===== config.mk =====
export PLATFORM = sky130hd
export DESIGN_NAME = relative_time_event_queue
export DESIGN_NICKNAME = d
export VERILOG_FILES = /design/src/rteq_pkg.sv /design/src/rteq_dp.sv /design/src/rteq_ctrl.sv /design/src/relative_time_event_queue.sv
export VERILOG_INCLUDE_DIRS = /design/src /design/src/src
export SDC_FILE = /design/constraint.sdc
export NUM_CORES = 2
export LEC_CHECK = 0
export BUFFER_PORTS_ARGS = -buffer_cell sky130_fd_sc_hd__buf_2
export CORE_MARGIN = 2
export CORE_UTILIZATION = 40
export CTS_BUF_LIST = sky130_fd_sc_hd__clkbuf_16
export CTS_CLUSTER_SIZE = 25
export DETAILED_ROUTE_END_ITERATION = 10
export GPL_TIMING_DRIVEN = 0
export PLACE_DENSITY = 0.54
export SETUP_SLACK_MARGIN = 0.02
export SYNTH_ARGS = -nofsm -noshare
export SYNTH_HDL_FRONTEND = slang
export SYNTH_HIERARCHICAL = 1
export SYNTH_SLANG_ARGS = --single-unit

===== constraint.sdc =====
create_clock -name clk -period 23.9 [get_ports clk]
set_input_delay 4.78 -clock clk [delete_from_list [all_inputs] [get_ports clk]]
set_output_delay 4.78 -clock clk [all_outputs]
set_load 0.02 [all_outputs]

===== src/assert_macros.svh =====
// ----------------------------------------------------------------------------
// Assertion macros
// Concurrent property shorthands for the relative time event queue.
// ----------------------------------------------------------------------------
`ifndef ASSERT_MACROS_SVH
`define ASSERT_MACROS_SVH
`ifndef NO_ASSERTIONS
`define RTEQ_ASSERT(label, clk, rst_n, prop) \
	label: assert property (@(posedge clk) disable iff (!rst_n) (prop)) \
		else $error("rteq assertion failed");
`define RTEQ_ASSERT_IMPL(label, clk, rst_n, ante, cons) \
	label: assert property (@(posedge clk) disable iff (!rst_n) (ante) |-> (cons)) \
		else $error("rteq implication failed");
`else
`define RTEQ_ASSERT(label, clk, rst_n, prop)
`define RTEQ_ASSERT_IMPL(label, clk, rst_n, ante, cons)
`endif
`endif


===== src/rteq_pkg.sv =====
`timescale 1ns / 1ps
`default_nettype none
// ----------------------------------------------------------------------------
// rteq_pkg
// Shared types, codes and defaults of the relative time event queue.
// ----------------------------------------------------------------------------
package rteq_pkg;

	localparam int POOL_DEPTH_DEF = 32;
	localparam int DELTA_BITS_DEF = 16;
	localparam int TAG_BITS_DEF   = 16;
	localparam int MAX_RESULTS    = 32;

	localparam logic [1:0] KIND_INSERT  = 2'd0;
	localparam logic [1:0] KIND_DELETE  = 2'd1;
	localparam logic [1:0] KIND_ADVANCE = 2'd2;

	localparam logic [2:0] ST_OK       = 3'd0;
	localparam logic [2:0] ST_NO_POOL  = 3'd1;
	localparam logic [2:0] ST_NOT_QUED = 3'd2;
	localparam logic [2:0] ST_EXPIRED  = 3'd3;
	localparam logic [2:0] ST_NOTHING  = 3'd4;

	typedef struct packed {
		logic [1:0]  kind;
		logic [15:0] event_tag;
		logic [31:0] delay;
		logic [4:0]  handle;
	} req_t;

	typedef struct packed {
		logic [2:0]  status;
		logic [4:0]  slot;
		logic [15:0] expired_tag;
		logic        last;
	} rsp_t;

	typedef enum logic [3:0] {
		CMD_NOP,
		CMD_LOAD,
		CMD_INS_WALK,
		CMD_INS_CNT,
		CMD_FILL_A,
		CMD_FILL_B,
		CMD_EV_A,
		CMD_EV_B,
		CMD_DEL_A,
		CMD_DEL_B,
		CMD_DEL_C,
		CMD_STRIP_A,
		CMD_STRIP_B,
		CMD_ADV_POP,
		CMD_ADV_FIN,
		CMD_EMIT
	} cmd_t;

	typedef struct packed {
		logic walk_go;
		logic cnt_busy;
		logic reject;
		logic fill_nz;
		logic fill_more;
		logic del_bad;
		logic del_merge;
		logic p_valid;
		logic strip;
		logic strip_p_valid;
		logic adv_more;
		logic out_free;
	} stat_t;

endpackage
`default_nettype wire


===== src/rteq_dp.sv =====
`timescale 1ns / 1ps
`default_nettype none
// ----------------------------------------------------------------------------
// rteq_dp
// Entry pool, list pointers, working registers and result registers.
// ----------------------------------------------------------------------------
`include "assert_macros.svh"
module rteq_dp #(
	parameter int POOL_DEPTH = rteq_pkg::POOL_DEPTH_DEF,
	parameter int DELTA_BITS = rteq_pkg::DELTA_BITS_DEF,
	parameter int TAG_BITS   = rteq_pkg::TAG_BITS_DEF
) (
	input  wire logic          clk,
	input  wire logic          arst_n,
	input  wire rteq_pkg::cmd_t cmd,
	input  wire rteq_pkg::req_t req,
	input  wire logic          cfg_we,
	input  wire logic [15:0]   cfg_wdata,
	input  wire logic          rsp_stall,
	output logic               rsp_valid,
	output rteq_pkg::rsp_t     rsp,
	output rteq_pkg::stat_t    stat
);
	localparam int LW = $clog2(POOL_DEPTH + 1);
	localparam int IW = $clog2(POOL_DEPTH);
	localparam int KW = $clog2(rteq_pkg::MAX_RESULTS + 1);
	localparam logic [LW-1:0] NONE = LW'(POOL_DEPTH);

	logic [DELTA_BITS-1:0] delta_mem [POOL_DEPTH];
	logic [TAG_BITS-1:0]   label_mem [POOL_DEPTH];
	logic                  filler_mem [POOL_DEPTH];
	logic [LW-1:0]         prev_mem [POOL_DEPTH];
	logic                  in_use_q [POOL_DEPTH];
	logic [LW-1:0]         next_q [POOL_DEPTH];

	logic [15:0]           max_delta_q;
	logic [LW-1:0]         head_q, tail_q, free_head_q, free_cnt_q;
	logic [LW-1:0]         cur_q, last_q, new_q, p_q, n_q, h_q;
	logic                  h_ok_q;
	logic [TAG_BITS-1:0]   tag_q;
	logic [31:0]           t_q, tt_q;
	logic [DELTA_BITS-1:0] dh_q;
	logic [LW-1:0]         fillk_q, guard_q;
	logic [KW-1:0]         k_q;
	rteq_pkg::rsp_t        pend_q, out_q;
	logic                  pend_v_q, out_v_q;

	logic [DELTA_BITS-1:0] md_raw, md;
	logic [31:0]           md32;
	logic [LW-1:0]         rd_lnk;
	logic [IW-1:0]         rd_idx;
	logic [DELTA_BITS-1:0] rd_delta;
	logic [TAG_BITS-1:0]   rd_label;
	logic                  rd_filler, rd_in_use;
	logic [LW-1:0]         rd_next, rd_prev;
	logic                  cur_ok, last_ok, head_ok, tail_ok, n_ok, p_ok;
	logic [DELTA_BITS:0]   merge_sum;
	logic                  walk_go, cnt_busy, reject, del_bad, merge, strip;
	logic                  adv_cond, adv_cap, adv_pop, adv_go, nf, out_free, out_load;

	// write strobes, one address per array per cycle
	logic                  wd_en, wl_en, wf_en, wp_en, wu_en, wn_en;
	logic [IW-1:0]         wd_a, wl_a, wf_a, wp_a, wu_a, wn_a;
	logic [DELTA_BITS-1:0] wd_d;
	logic                  wf_d, wu_d;
	logic [LW-1:0]         wp_d, wn_d;

	assign md_raw = DELTA_BITS'(max_delta_q);
	assign md     = (md_raw == '0) ? DELTA_BITS'(1) : md_raw;
	assign md32   = 32'(md);

	always_comb begin
		case (cmd)
			rteq_pkg::CMD_INS_WALK, rteq_pkg::CMD_EV_B: rd_lnk = cur_q;
			rteq_pkg::CMD_FILL_A, rteq_pkg::CMD_EV_A:   rd_lnk = free_head_q;
			rteq_pkg::CMD_DEL_A:                        rd_lnk = h_q;
			rteq_pkg::CMD_DEL_B:                        rd_lnk = n_q;
			rteq_pkg::CMD_STRIP_A:                      rd_lnk = tail_q;
			default:                                    rd_lnk = head_q;
		endcase
	end

	assign rd_idx    = rd_lnk[IW-1:0];
	assign rd_delta  = delta_mem[rd_idx];
	assign rd_label  = label_mem[rd_idx];
	assign rd_filler = filler_mem[rd_idx];
	assign rd_prev   = prev_mem[rd_idx];
	assign rd_in_use = in_use_q[rd_idx];
	assign rd_next   = next_q[rd_idx];

	assign cur_ok  = cur_q < NONE;
	assign last_ok = last_q < NONE;
	assign head_ok = head_q < NONE;
	assign tail_ok = tail_q < NONE;
	assign n_ok    = n_q < NONE;
	assign p_ok    = p_q < NONE;

	assign walk_go  = cur_ok && (guard_q < NONE) && (32'(rd_delta) < t_q);
	assign cnt_busy = !cur_ok && (tt_q > md32) && (fillk_q < free_cnt_q);
	assign reject   = (!cur_ok && (tt_q > md32)) || (fillk_q >= free_cnt_q);
	assign del_bad  = !h_ok_q || !rd_in_use || rd_filler;
	assign merge_sum = {1'b0, rd_delta} + {1'b0, dh_q};
	assign merge    = !n_ok || (dh_q == '0) || (merge_sum <= {1'b0, md});
	assign strip    = tail_ok && rd_filler;
	assign nf       = !rd_filler;
	assign adv_cond = head_ok && (32'(rd_delta) <= t_q);
	assign adv_cap  = adv_cond && nf && (k_q >= KW'(rteq_pkg::MAX_RESULTS));
	assign adv_pop  = adv_cond && !adv_cap;
	assign out_free = !out_v_q || !rsp_stall;
	// an expired event must first push the previous one out
	assign adv_go   = adv_pop && !(nf && pend_v_q && !out_free);
	assign out_load = ((cmd == rteq_pkg::CMD_EMIT) && out_free) ||
	                  ((cmd == rteq_pkg::CMD_ADV_POP) && adv_go && nf && pend_v_q);

	always_comb begin
		stat.walk_go       = walk_go;
		stat.cnt_busy      = cnt_busy;
		stat.reject        = reject;
		stat.fill_nz       = fillk_q != '0;
		stat.fill_more     = fillk_q > LW'(1);
		stat.del_bad       = del_bad;
		stat.del_merge     = merge;
		stat.p_valid       = p_ok;
		stat.strip         = strip;
		stat.strip_p_valid = rd_prev < NONE;
		stat.adv_more      = adv_pop;
		stat.out_free      = out_free;
	end

	always_comb begin
		wd_en = 1'b0; wd_a = rd_idx; wd_d = '0;
		wl_en = 1'b0; wl_a = rd_idx;
		wf_en = 1'b0; wf_a = rd_idx; wf_d = 1'b0;
		wp_en = 1'b0; wp_a = rd_idx; wp_d = NONE;
		wu_en = 1'b0; wu_a = rd_idx; wu_d = 1'b0;
		wn_en = 1'b0; wn_a = rd_idx; wn_d = NONE;
		case (cmd)
			rteq_pkg::CMD_FILL_A: begin
				wu_en = 1'b1; wu_d = 1'b1;
				wf_en = 1'b1; wf_d = 1'b1;
				wd_en = 1'b1; wd_d = md;
				wn_en = 1'b1; wn_d = NONE;
				wp_en = 1'b1; wp_d = last_q;
			end
			rteq_pkg::CMD_FILL_B: begin
				wn_en = last_ok; wn_a = last_q[IW-1:0]; wn_d = new_q;
			end
			rteq_pkg::CMD_EV_A: begin
				wu_en = 1'b1; wu_d = 1'b1;
				wf_en = 1'b1; wf_d = 1'b0;
				wl_en = 1'b1;
				wd_en = 1'b1; wd_d = t_q[DELTA_BITS-1:0];
				wn_en = 1'b1; wn_d = cur_q;
				wp_en = 1'b1; wp_d = last_q;
			end
			rteq_pkg::CMD_EV_B: begin
				wn_en = last_ok; wn_a = last_q[IW-1:0]; wn_d = new_q;
				wp_en = cur_ok; wp_d = new_q;
				wd_en = cur_ok; wd_d = rd_delta - t_q[DELTA_BITS-1:0];
			end
			rteq_pkg::CMD_DEL_B: begin
				wf_a = h_q[IW-1:0];
				wf_en = 1'b1;
				if (merge) begin
					wd_en = n_ok; wd_d = merge_sum[DELTA_BITS-1:0];
					wp_en = n_ok; wp_d = p_q;
					wu_en = 1'b1; wu_a = h_q[IW-1:0]; wu_d = 1'b0;
					wf_d = 1'b0;
					wn_en = 1'b1; wn_a = h_q[IW-1:0]; wn_d = free_head_q;
				end else begin
					wf_d = 1'b1;
				end
			end
			rteq_pkg::CMD_DEL_C: begin
				wn_en = 1'b1; wn_a = p_q[IW-1:0]; wn_d = n_q;
			end
			rteq_pkg::CMD_STRIP_A: begin
				wu_en = strip; wu_d = 1'b0;
				wf_en = strip; wf_d = 1'b0;
				wn_en = strip; wn_d = free_head_q;
			end
			rteq_pkg::CMD_STRIP_B: begin
				wn_en = 1'b1; wn_a = p_q[IW-1:0]; wn_d = NONE;
			end
			rteq_pkg::CMD_ADV_POP: begin
				wp_en = adv_go && (rd_next < NONE); wp_a = rd_next[IW-1:0]; wp_d = NONE;
				wu_en = adv_go; wu_d = 1'b0;
				wf_en = adv_go; wf_d = 1'b0;
				wn_en = adv_go; wn_d = free_head_q;
			end
			rteq_pkg::CMD_ADV_FIN: begin
				wd_en = head_ok; wd_d = rd_delta - t_q[DELTA_BITS-1:0];
			end
			default: begin
			end
		endcase
	end

	always_ff @(posedge clk) begin
		if (wd_en) delta_mem[wd_a] <= wd_d;
		if (wl_en) label_mem[wl_a] <= tag_q;
		if (wf_en) filler_mem[wf_a] <= wf_d;
		if (wp_en) prev_mem[wp_a] <= wp_d;
	end

	always_ff @(posedge clk or negedge arst_n) begin
		if (!arst_n) begin
			for (int i = 0; i < POOL_DEPTH; i++) begin
				in_use_q[i] <= 1'b0;
				next_q[i]   <= LW'(i + 1);
			end
		end else begin
			if (wu_en) in_use_q[wu_a] <= wu_d;
			if (wn_en) next_q[wn_a] <= wn_d;
		end
	end

	always_ff @(posedge clk or negedge arst_n) begin
		if (!arst_n) begin
			max_delta_q <= 16'hFFFF;
			head_q      <= NONE;
			tail_q      <= NONE;
			free_head_q <= '0;
			free_cnt_q  <= LW'(POOL_DEPTH);
			pend_v_q    <= 1'b0;
			out_v_q     <= 1'b0;
		end else begin
			if (cfg_we) max_delta_q <= cfg_wdata;
			out_v_q <= out_load ? 1'b1 : (out_v_q && rsp_stall);
			case (cmd)
				rteq_pkg::CMD_INS_CNT: begin
					if (!cnt_busy && reject) pend_v_q <= 1'b1;
				end
				rteq_pkg::CMD_FILL_A: begin
					free_head_q <= rd_next;
					free_cnt_q  <= free_cnt_q - LW'(1);
					tail_q      <= free_head_q;
					if (!last_ok) head_q <= free_head_q;
				end
				rteq_pkg::CMD_EV_A: begin
					free_head_q <= rd_next;
					free_cnt_q  <= free_cnt_q - LW'(1);
					if (!last_ok) head_q <= free_head_q;
					if (!cur_ok) tail_q <= free_head_q;
				end
				rteq_pkg::CMD_EV_B: pend_v_q <= 1'b1;
				rteq_pkg::CMD_DEL_A: begin
					if (del_bad) pend_v_q <= 1'b1;
				end
				rteq_pkg::CMD_DEL_B: begin
					if (merge) begin
						if (!n_ok) tail_q <= p_q;
						if (!p_ok) head_q <= n_q;
						free_head_q <= h_q;
						free_cnt_q  <= free_cnt_q + LW'(1);
					end
				end
				rteq_pkg::CMD_STRIP_A: begin
					if (strip) begin
						tail_q <= rd_prev;
						if (!(rd_prev < NONE)) head_q <= NONE;
						free_head_q <= tail_q;
						free_cnt_q  <= free_cnt_q + LW'(1);
					end else begin
						pend_v_q <= 1'b1;
					end
				end
				rteq_pkg::CMD_ADV_POP: begin
					if (adv_go) begin
						head_q <= rd_next;
						if (!(rd_next < NONE)) tail_q <= NONE;
						free_head_q <= head_q;
						free_cnt_q  <= free_cnt_q + LW'(1);
						if (nf) pend_v_q <= 1'b1;
					end
				end
				rteq_pkg::CMD_ADV_FIN: pend_v_q <= 1'b1;
				rteq_pkg::CMD_EMIT: begin
					if (out_free) pend_v_q <= 1'b0;
				end
				default: begin
				end
			endcase
		end
	end

	always_ff @(posedge clk) begin
		if (out_load) out_q <= pend_q;
		case (cmd)
			rteq_pkg::CMD_LOAD: begin
				t_q     <= req.delay;
				tt_q    <= req.delay;
				cur_q   <= head_q;
				last_q  <= NONE;
				guard_q <= '0;
				fillk_q <= '0;
				k_q     <= '0;
				tag_q   <= TAG_BITS'(req.event_tag);
				h_ok_q  <= 32'(req.handle) < 32'(POOL_DEPTH);
				h_q     <= LW'(req.handle);
			end
			rteq_pkg::CMD_INS_WALK: begin
				if (walk_go) begin
					t_q     <= t_q - 32'(rd_delta);
					tt_q    <= t_q - 32'(rd_delta);
					last_q  <= cur_q;
					cur_q   <= rd_next;
					guard_q <= guard_q + LW'(1);
				end
			end
			rteq_pkg::CMD_INS_CNT: begin
				if (cnt_busy) begin
					tt_q    <= tt_q - md32;
					fillk_q <= fillk_q + LW'(1);
				end else if (reject) begin
					pend_q <= '{status: rteq_pkg::ST_NO_POOL, slot: 5'd0,
					            expired_tag: 16'd0, last: 1'b1};
				end
			end
			rteq_pkg::CMD_FILL_A: new_q <= free_head_q;
			rteq_pkg::CMD_FILL_B: begin
				t_q     <= t_q - md32;
				fillk_q <= fillk_q - LW'(1);
				last_q  <= new_q;
			end
			rteq_pkg::CMD_EV_A: new_q <= free_head_q;
			rteq_pkg::CMD_EV_B: begin
				pend_q <= '{status: rteq_pkg::ST_OK, slot: 5'(new_q),
				            expired_tag: 16'd0, last: 1'b1};
			end
			rteq_pkg::CMD_DEL_A: begin
				n_q  <= rd_next;
				p_q  <= rd_prev;
				dh_q <= rd_delta;
				if (del_bad) begin
					pend_q <= '{status: rteq_pkg::ST_NOT_QUED, slot: 5'd0,
					            expired_tag: 16'd0, last: 1'b1};
				end
			end
			rteq_pkg::CMD_STRIP_A: begin
				p_q <= rd_prev;
				if (!strip) begin
					pend_q <= '{status: rteq_pkg::ST_OK, slot: 5'(h_q),
					            expired_tag: 16'd0, last: 1'b1};
				end
			end
			rteq_pkg::CMD_ADV_POP: begin
				if (adv_cap) begin
					// result budget spent: head stays expired at zero delta
					t_q <= 32'(rd_delta);
				end else if (adv_go) begin
					t_q <= t_q - 32'(rd_delta);
					if (nf) begin
						k_q    <= k_q + KW'(1);
						pend_q <= '{status: rteq_pkg::ST_EXPIRED, slot: 5'(head_q),
						            expired_tag: 16'(rd_label), last: 1'b0};
					end
				end
			end
			rteq_pkg::CMD_ADV_FIN: begin
				if (pend_v_q) begin
					pend_q.last <= 1'b1;
				end else begin
					pend_q <= '{status: rteq_pkg::ST_NOTHING, slot: 5'd0,
					            expired_tag: 16'd0, last: 1'b1};
				end
			end
			default: begin
			end
		endcase
	end

	assign rsp_valid = out_v_q;
	assign rsp       = out_q;

	`RTEQ_ASSERT(a_free_cnt_range, clk, arst_n, free_cnt_q <= LW'(POOL_DEPTH))
	`RTEQ_ASSERT(a_head_tail_pair, clk, arst_n, (head_q == NONE) == (tail_q == NONE))
	`RTEQ_ASSERT_IMPL(a_load_no_pend, clk, arst_n, cmd == rteq_pkg::CMD_LOAD, !pend_v_q)
	`RTEQ_ASSERT_IMPL(a_alloc_has_free, clk, arst_n,
		(cmd == rteq_pkg::CMD_EV_A) || (cmd == rteq_pkg::CMD_FILL_A), free_cnt_q != '0)

endmodule
`default_nettype wire


===== src/rteq_ctrl.sv =====
`timescale 1ns / 1ps
`default_nettype none
// ----------------------------------------------------------------------------
// rteq_ctrl
// Sequencer for insert, delete and advance transactions.
// ----------------------------------------------------------------------------
module rteq_ctrl (
	input  wire logic            clk,
	input  wire logic            arst_n,
	input  wire logic            req_valid,
	input  wire logic [1:0]      kind,
	input  wire rteq_pkg::stat_t stat,
	output logic                 req_stall,
	output rteq_pkg::cmd_t       cmd
);
	typedef enum logic [3:0] {
		S_IDLE, S_INS_WALK, S_INS_CNT, S_FILL_A, S_FILL_B, S_EV_A, S_EV_B,
		S_DEL_A, S_DEL_B, S_DEL_C, S_STRIP_A, S_STRIP_B, S_ADV_POP, S_ADV_FIN, S_EMIT
	} state_t;

	state_t state_q;
	logic   accept;

	assign req_stall = state_q != S_IDLE;
	assign accept    = req_valid && (state_q == S_IDLE);

	always_comb begin
		case (state_q)
			S_IDLE:     cmd = accept ? rteq_pkg::CMD_LOAD : rteq_pkg::CMD_NOP;
			S_INS_WALK: cmd = rteq_pkg::CMD_INS_WALK;
			S_INS_CNT:  cmd = rteq_pkg::CMD_INS_CNT;
			S_FILL_A:   cmd = rteq_pkg::CMD_FILL_A;
			S_FILL_B:   cmd = rteq_pkg::CMD_FILL_B;
			S_EV_A:     cmd = rteq_pkg::CMD_EV_A;
			S_EV_B:     cmd = rteq_pkg::CMD_EV_B;
			S_DEL_A:    cmd = rteq_pkg::CMD_DEL_A;
			S_DEL_B:    cmd = rteq_pkg::CMD_DEL_B;
			S_DEL_C:    cmd = rteq_pkg::CMD_DEL_C;
			S_STRIP_A:  cmd = rteq_pkg::CMD_STRIP_A;
			S_STRIP_B:  cmd = rteq_pkg::CMD_STRIP_B;
			S_ADV_POP:  cmd = rteq_pkg::CMD_ADV_POP;
			S_ADV_FIN:  cmd = rteq_pkg::CMD_ADV_FIN;
			S_EMIT:     cmd = rteq_pkg::CMD_EMIT;
			default:    cmd = rteq_pkg::CMD_NOP;
		endcase
	end

	always_ff @(posedge clk or negedge arst_n) begin
		if (!arst_n) begin
			state_q <= S_IDLE;
		end else begin
			case (state_q)
				S_IDLE: begin
					if (accept) begin
						case (kind)
							rteq_pkg::KIND_INSERT:  state_q <= S_INS_WALK;
							rteq_pkg::KIND_DELETE:  state_q <= S_DEL_A;
							rteq_pkg::KIND_ADVANCE: state_q <= S_ADV_POP;
							default:                state_q <= S_IDLE;
						endcase
					end
				end
				S_INS_WALK: if (!stat.walk_go) state_q <= S_INS_CNT;
				S_INS_CNT: begin
					if (!stat.cnt_busy) begin
						if (stat.reject)       state_q <= S_EMIT;
						else if (stat.fill_nz) state_q <= S_FILL_A;
						else                   state_q <= S_EV_A;
					end
				end
				S_FILL_A: state_q <= S_FILL_B;
				S_FILL_B: state_q <= stat.fill_more ? S_FILL_A : S_EV_A;
				S_EV_A:   state_q <= S_EV_B;
				S_EV_B:   state_q <= S_EMIT;
				S_DEL_A:  state_q <= stat.del_bad ? S_EMIT : S_DEL_B;
				S_DEL_B:  state_q <= (stat.del_merge && stat.p_valid) ? S_DEL_C : S_STRIP_A;
				S_DEL_C:  state_q <= S_STRIP_A;
				S_STRIP_A: begin
					if (!stat.strip)             state_q <= S_EMIT;
					else if (stat.strip_p_valid) state_q <= S_STRIP_B;
				end
				S_STRIP_B: state_q <= S_STRIP_A;
				S_ADV_POP: if (!stat.adv_more) state_q <= S_ADV_FIN;
				S_ADV_FIN: state_q <= S_EMIT;
				S_EMIT:    if (stat.out_free) state_q <= S_IDLE;
				default:   state_q <= S_IDLE;
			endcase
		end
	end

endmodule
`default_nettype wire


===== src/relative_time_event_queue.sv =====
`timescale 1ns / 1ps
`default_nettype none
// Sequencing: insert walks the list, counts the fillers it needs, adds each filler, then the event;
//   delete stops early on a bad handle, else unlinks or marks the entry and strips trailing fillers;
//   advance pops each expired entry, then updates the delta of the new head.
// Throughput: one transaction at a time; req_stall holds off new requests until the
//   current one has emitted its response.
// Reset: asynchronous, empty queue, free chain 0..N-1, max_delta all ones; ready at once.
// ----------------------------------------------------------------------------
// relative_time_event_queue
// Delta-list timer queue over a fixed entry pool with filler padding.
// ----------------------------------------------------------------------------
module relative_time_event_queue #(
	parameter int POOL_DEPTH = rteq_pkg::POOL_DEPTH_DEF,
	parameter int DELTA_BITS = rteq_pkg::DELTA_BITS_DEF,
	parameter int TAG_BITS   = rteq_pkg::TAG_BITS_DEF
) (
	input  wire logic           clk,
	input  wire logic           arst_n,
	input  wire logic           req_valid,
	output logic                req_stall,
	input  wire rteq_pkg::req_t req,
	output logic                rsp_valid,
	input  wire logic           rsp_stall,
	output rteq_pkg::rsp_t      rsp,
	input  wire logic           cfg_we,
	input  wire logic [15:0]    cfg_wdata
);
	rteq_pkg::cmd_t  cmd;
	rteq_pkg::stat_t stat;

	rteq_ctrl u_ctrl (
		.clk       (clk),
		.arst_n    (arst_n),
		.req_valid (req_valid),
		.kind      (req.kind),
		.stat      (stat),
		.req_stall (req_stall),
		.cmd       (cmd)
	);

	rteq_dp #(
		.POOL_DEPTH (POOL_DEPTH),
		.DELTA_BITS (DELTA_BITS),
		.TAG_BITS   (TAG_BITS)
	) u_dp (
		.clk       (clk),
		.arst_n    (arst_n),
		.cmd       (cmd),
		.req       (req),
		.cfg_we    (cfg_we),
		.cfg_wdata (cfg_wdata),
		.rsp_stall (rsp_stall),
		.rsp_valid (rsp_valid),
		.rsp       (rsp),
		.stat      (stat)
	);

endmodule
`default_nettype wire

==> metrics <==
status complete, no violations; Pre-Repair DR Iteration Count 8; CP max stage delay about 0.97 ns; Crit path buffers/inverters 10; critical path type in -> reg; Syn Area/Cell 12.6 um^2; layout cells sized above 1 between 10% and 20%; post-DR wirelength/cell 29.9 um; Setup Skew roughly 0.054 ns; Top Ports 103; Post-Synth XOR/XNOR Area 1.34%; Worst Hold Class reg -> reg; root buffer cell clkbuf_16; ANT nets after route 0; Synth Register Bits 1,717; most common cell in the netlist edfxtp_1; number of synthesized flops with an enable pin 1,447; initial core utilization around two fifths; final hold vios 0; f_max 59.9 MHz; largest area contributor in the netlist edfxtp_1; WP data required approximately 24 ns; first-pass GRT wire length 388 mm; drt total wl 275 mm; Die Wd 444 um; post-synthesis compound-gate area fraction under 10%; Synth Warn # 6; H-tree depth 4; Setup crit start kind primary input; GRT overflow 0; post-CTS sizing 0; gr usage total 27.4%; post-layout util 46.4%; Final period util 69.8%; share of the synthesized area in the top cell type 56.1%; mux cell area share after synthesis 7.03%; Netlist cell types ~110; CP Launch Point req_valid; vias in the first global route approximately 52,000; largest net degree at the start of global routing 127; RSZ-0062 raised after global routing false; Primary FF master, synth edfxtp_1; Clk pin slew, worst setup/hold paths approximately 0.060 ns; RR Startpoint u_ctrl/state_q[2]$_DFFE_PN0P_; fin nets 6,722; Setup Viol. Count Final 0; Fillers approximately 17,000; Sink Count ~1,700; crit path time final 16.69 ns; top cells by count, synth edfxtp_1, nand2_1, nand3_1; synthesized instance count 6,150; row count 161; Post-CTS Hold Fix Bufs 0; Slew HR approximately 3.7%; clock buffer count from CTS ~180; Least-Margin Pin Slew 1.43 ns; # DRC 0; port bufs between 100 and 150; Cell Area, Synth a little under 80,000 um^2; crit-path leading delay family compound AO/OA/AOI/OAI gates; Crit. End Element register; clock buffer depth 3; final max-slew violation count 0; simple-gate share of the synthesized area between 10% and 20%; DR vias/cell 5.95; CP max FO 10; Async S/R FF share, synth 15.7%; CP max stage cell clkbuf_1; Skew-Pair Late Insertion Delay between 0.8 and 0.9 ns; die height 444 um; syn_nets 6,350; sequential-to-total area share from yosys stat 64.9%; total number of vias ~55,000; sum of negative setup slack 0 ns; Die ar. 197,000 um^2; CTS tree built; ranking of synthesized cells by area edfxtp_1, nand2_1, dfrtp_1; area delta synth->final 15.3%; core area 193,000 um^2; post-CTS setup buffer count 0; main combinational cell family by area after synthesis simple AND/OR/NAND/NOR gates; crit path DAT 17.22 ns; drt initial violations around 7,000; Post-DP HPWL 195 mm; initial antenna violation count 16; routability cong. 0.944; MaxCap Viol Count 0; Hold Path Origin u_dp/pend_q[6]$_SDFFCE_PN0P_; Synth Area in Adders 2.06%
cells in the final DEF, fill, tap and decap left out, types with 25 or more instances in the layout:
cell	count
clkbuf_16	189
or3_1	30
mux2i_1	29
edfxtp_1	1447
xor2_1	56
clkinv_2	28
a222oi_1	25
ha_1	118
clkinv_1	42
and3_1	83
a22oi_1	86
o22ai_1	41
xnor2_1	63
nor3_1	80
clkbuf_1	185
dfrtp_1	170
buf_2	203
a21oi_1	314
buf_4	43
a31oi_1	77
nor2_1	193
buf_16	29
buf_8	31
dfstp_2	100
nand2_1	1220
nand3_1	454
nor2b_1	30
inv_1	160
mux4_2	108
buf_1	57
nor2_2	42
a21o_1	40
mux2_2	210
o21ai_0	129
buf_6	26
or4_1	29
nor4_1	39
final cells by class:
type | instances | area, um^2 | area share, %
Timing Repair Buffer | 186 | 2070 | 2.31
Multi-Input combinational cell | 3917 | 25300 | 28.3
Inverter | 119 | 447 | 0.500
Buffer | 397 | 1900 | 2.13
Sequential cell | 1717 | 50300 | 56.3
Clock inverter | 157 | 1440 | 1.61
Antenna cell | 6 | 15.0 | 0.0168
Clock buffer | 189 | 4730 | 5.29
Tap cell | 2526 | 3160 | 3.54
final timing paths:
path	to	slack (ns)	cells after the start
min reg2reg	u_dp/rsp[6]$_DFFE_PP_	0.42	0
max reg2reg	u_dp/delta_mem[15][6]$_DFFE_PP_	10.28	38
max in group asynchronous	u_dp/next_q[2]$_DFFE_PN0P_	18.59	3
max	u_dp/delta_mem[15][6]$_DFFE_PP_	7.21	38
min	u_dp/rsp[6]$_DFFE_PP_	0.42	0
min in group asynchronous	u_ctrl/state_q[3]$_DFFE_PN0P_	3.85	1
state kept, by name, summed over array words and instances, names as in the netlist, 16 cells and up:
register / flops
u_dp/delta_mem: 512
u_dp/dh_q: 16
u_dp/filler_mem: 32
u_dp/in_use_q: 32
u_dp/label_mem: 512
u_dp/max_delta_q: 16
u_dp/next_q: 192
u_dp/pend_q: 25
u_dp/prev_mem: 192
u_dp/rsp: 25
u_dp/t_q: 32
u_dp/tag_q: 16
u_dp/tt_q: 32
metal layers:
metal | vias to the layer above | global-route usage, % | wire length [um]
met5 | - | 0 | 33
met2 | 2738 | 42.6 | 125000
met4 | 4 | 9.87 | 10400
met1 | 28015 | 38.4 | 114000
met3 | 444 | 4.89 | 25300
li1 | 23634 | - | -
metrics by stage:
step	area, um^2	setup slack [ns]	cells	hold WS [ns]
after floorplan	77500	10.52	6150	0.400
after global placement	81200	4.09	8778	0.403
after detailed placement	82900	6.75	8852	0.405
after CTS	89100	7.60	9198	0.417
after global routing	89400	6.95	9211	0.423
final	89400	7.21	9214	0.418
logic make-up after synthesis:
kind of cell    Yosys count
fa+ha+maj               124
flops                  1717
compound gates          946
simple gates           2353
xor+xnor                119
buf+inv                 516
mux                     375
worst reg2reg max path: cells and delay by family (launching register included):
kind,cells,cell delay (ns)
adder cells (fa/ha/maj),2,0.50
flip-flops,1,0.41
AND/OR/NAND/NOR,8,2.79
buffers and inverters,11,4.68
AO/OA/AOI/OAI,15,4.44
XOR/XNOR,2,0.46
Power is not shown: default switching activity piles up to over one toggle a cycle in this logic, so the estimate is an artifact.
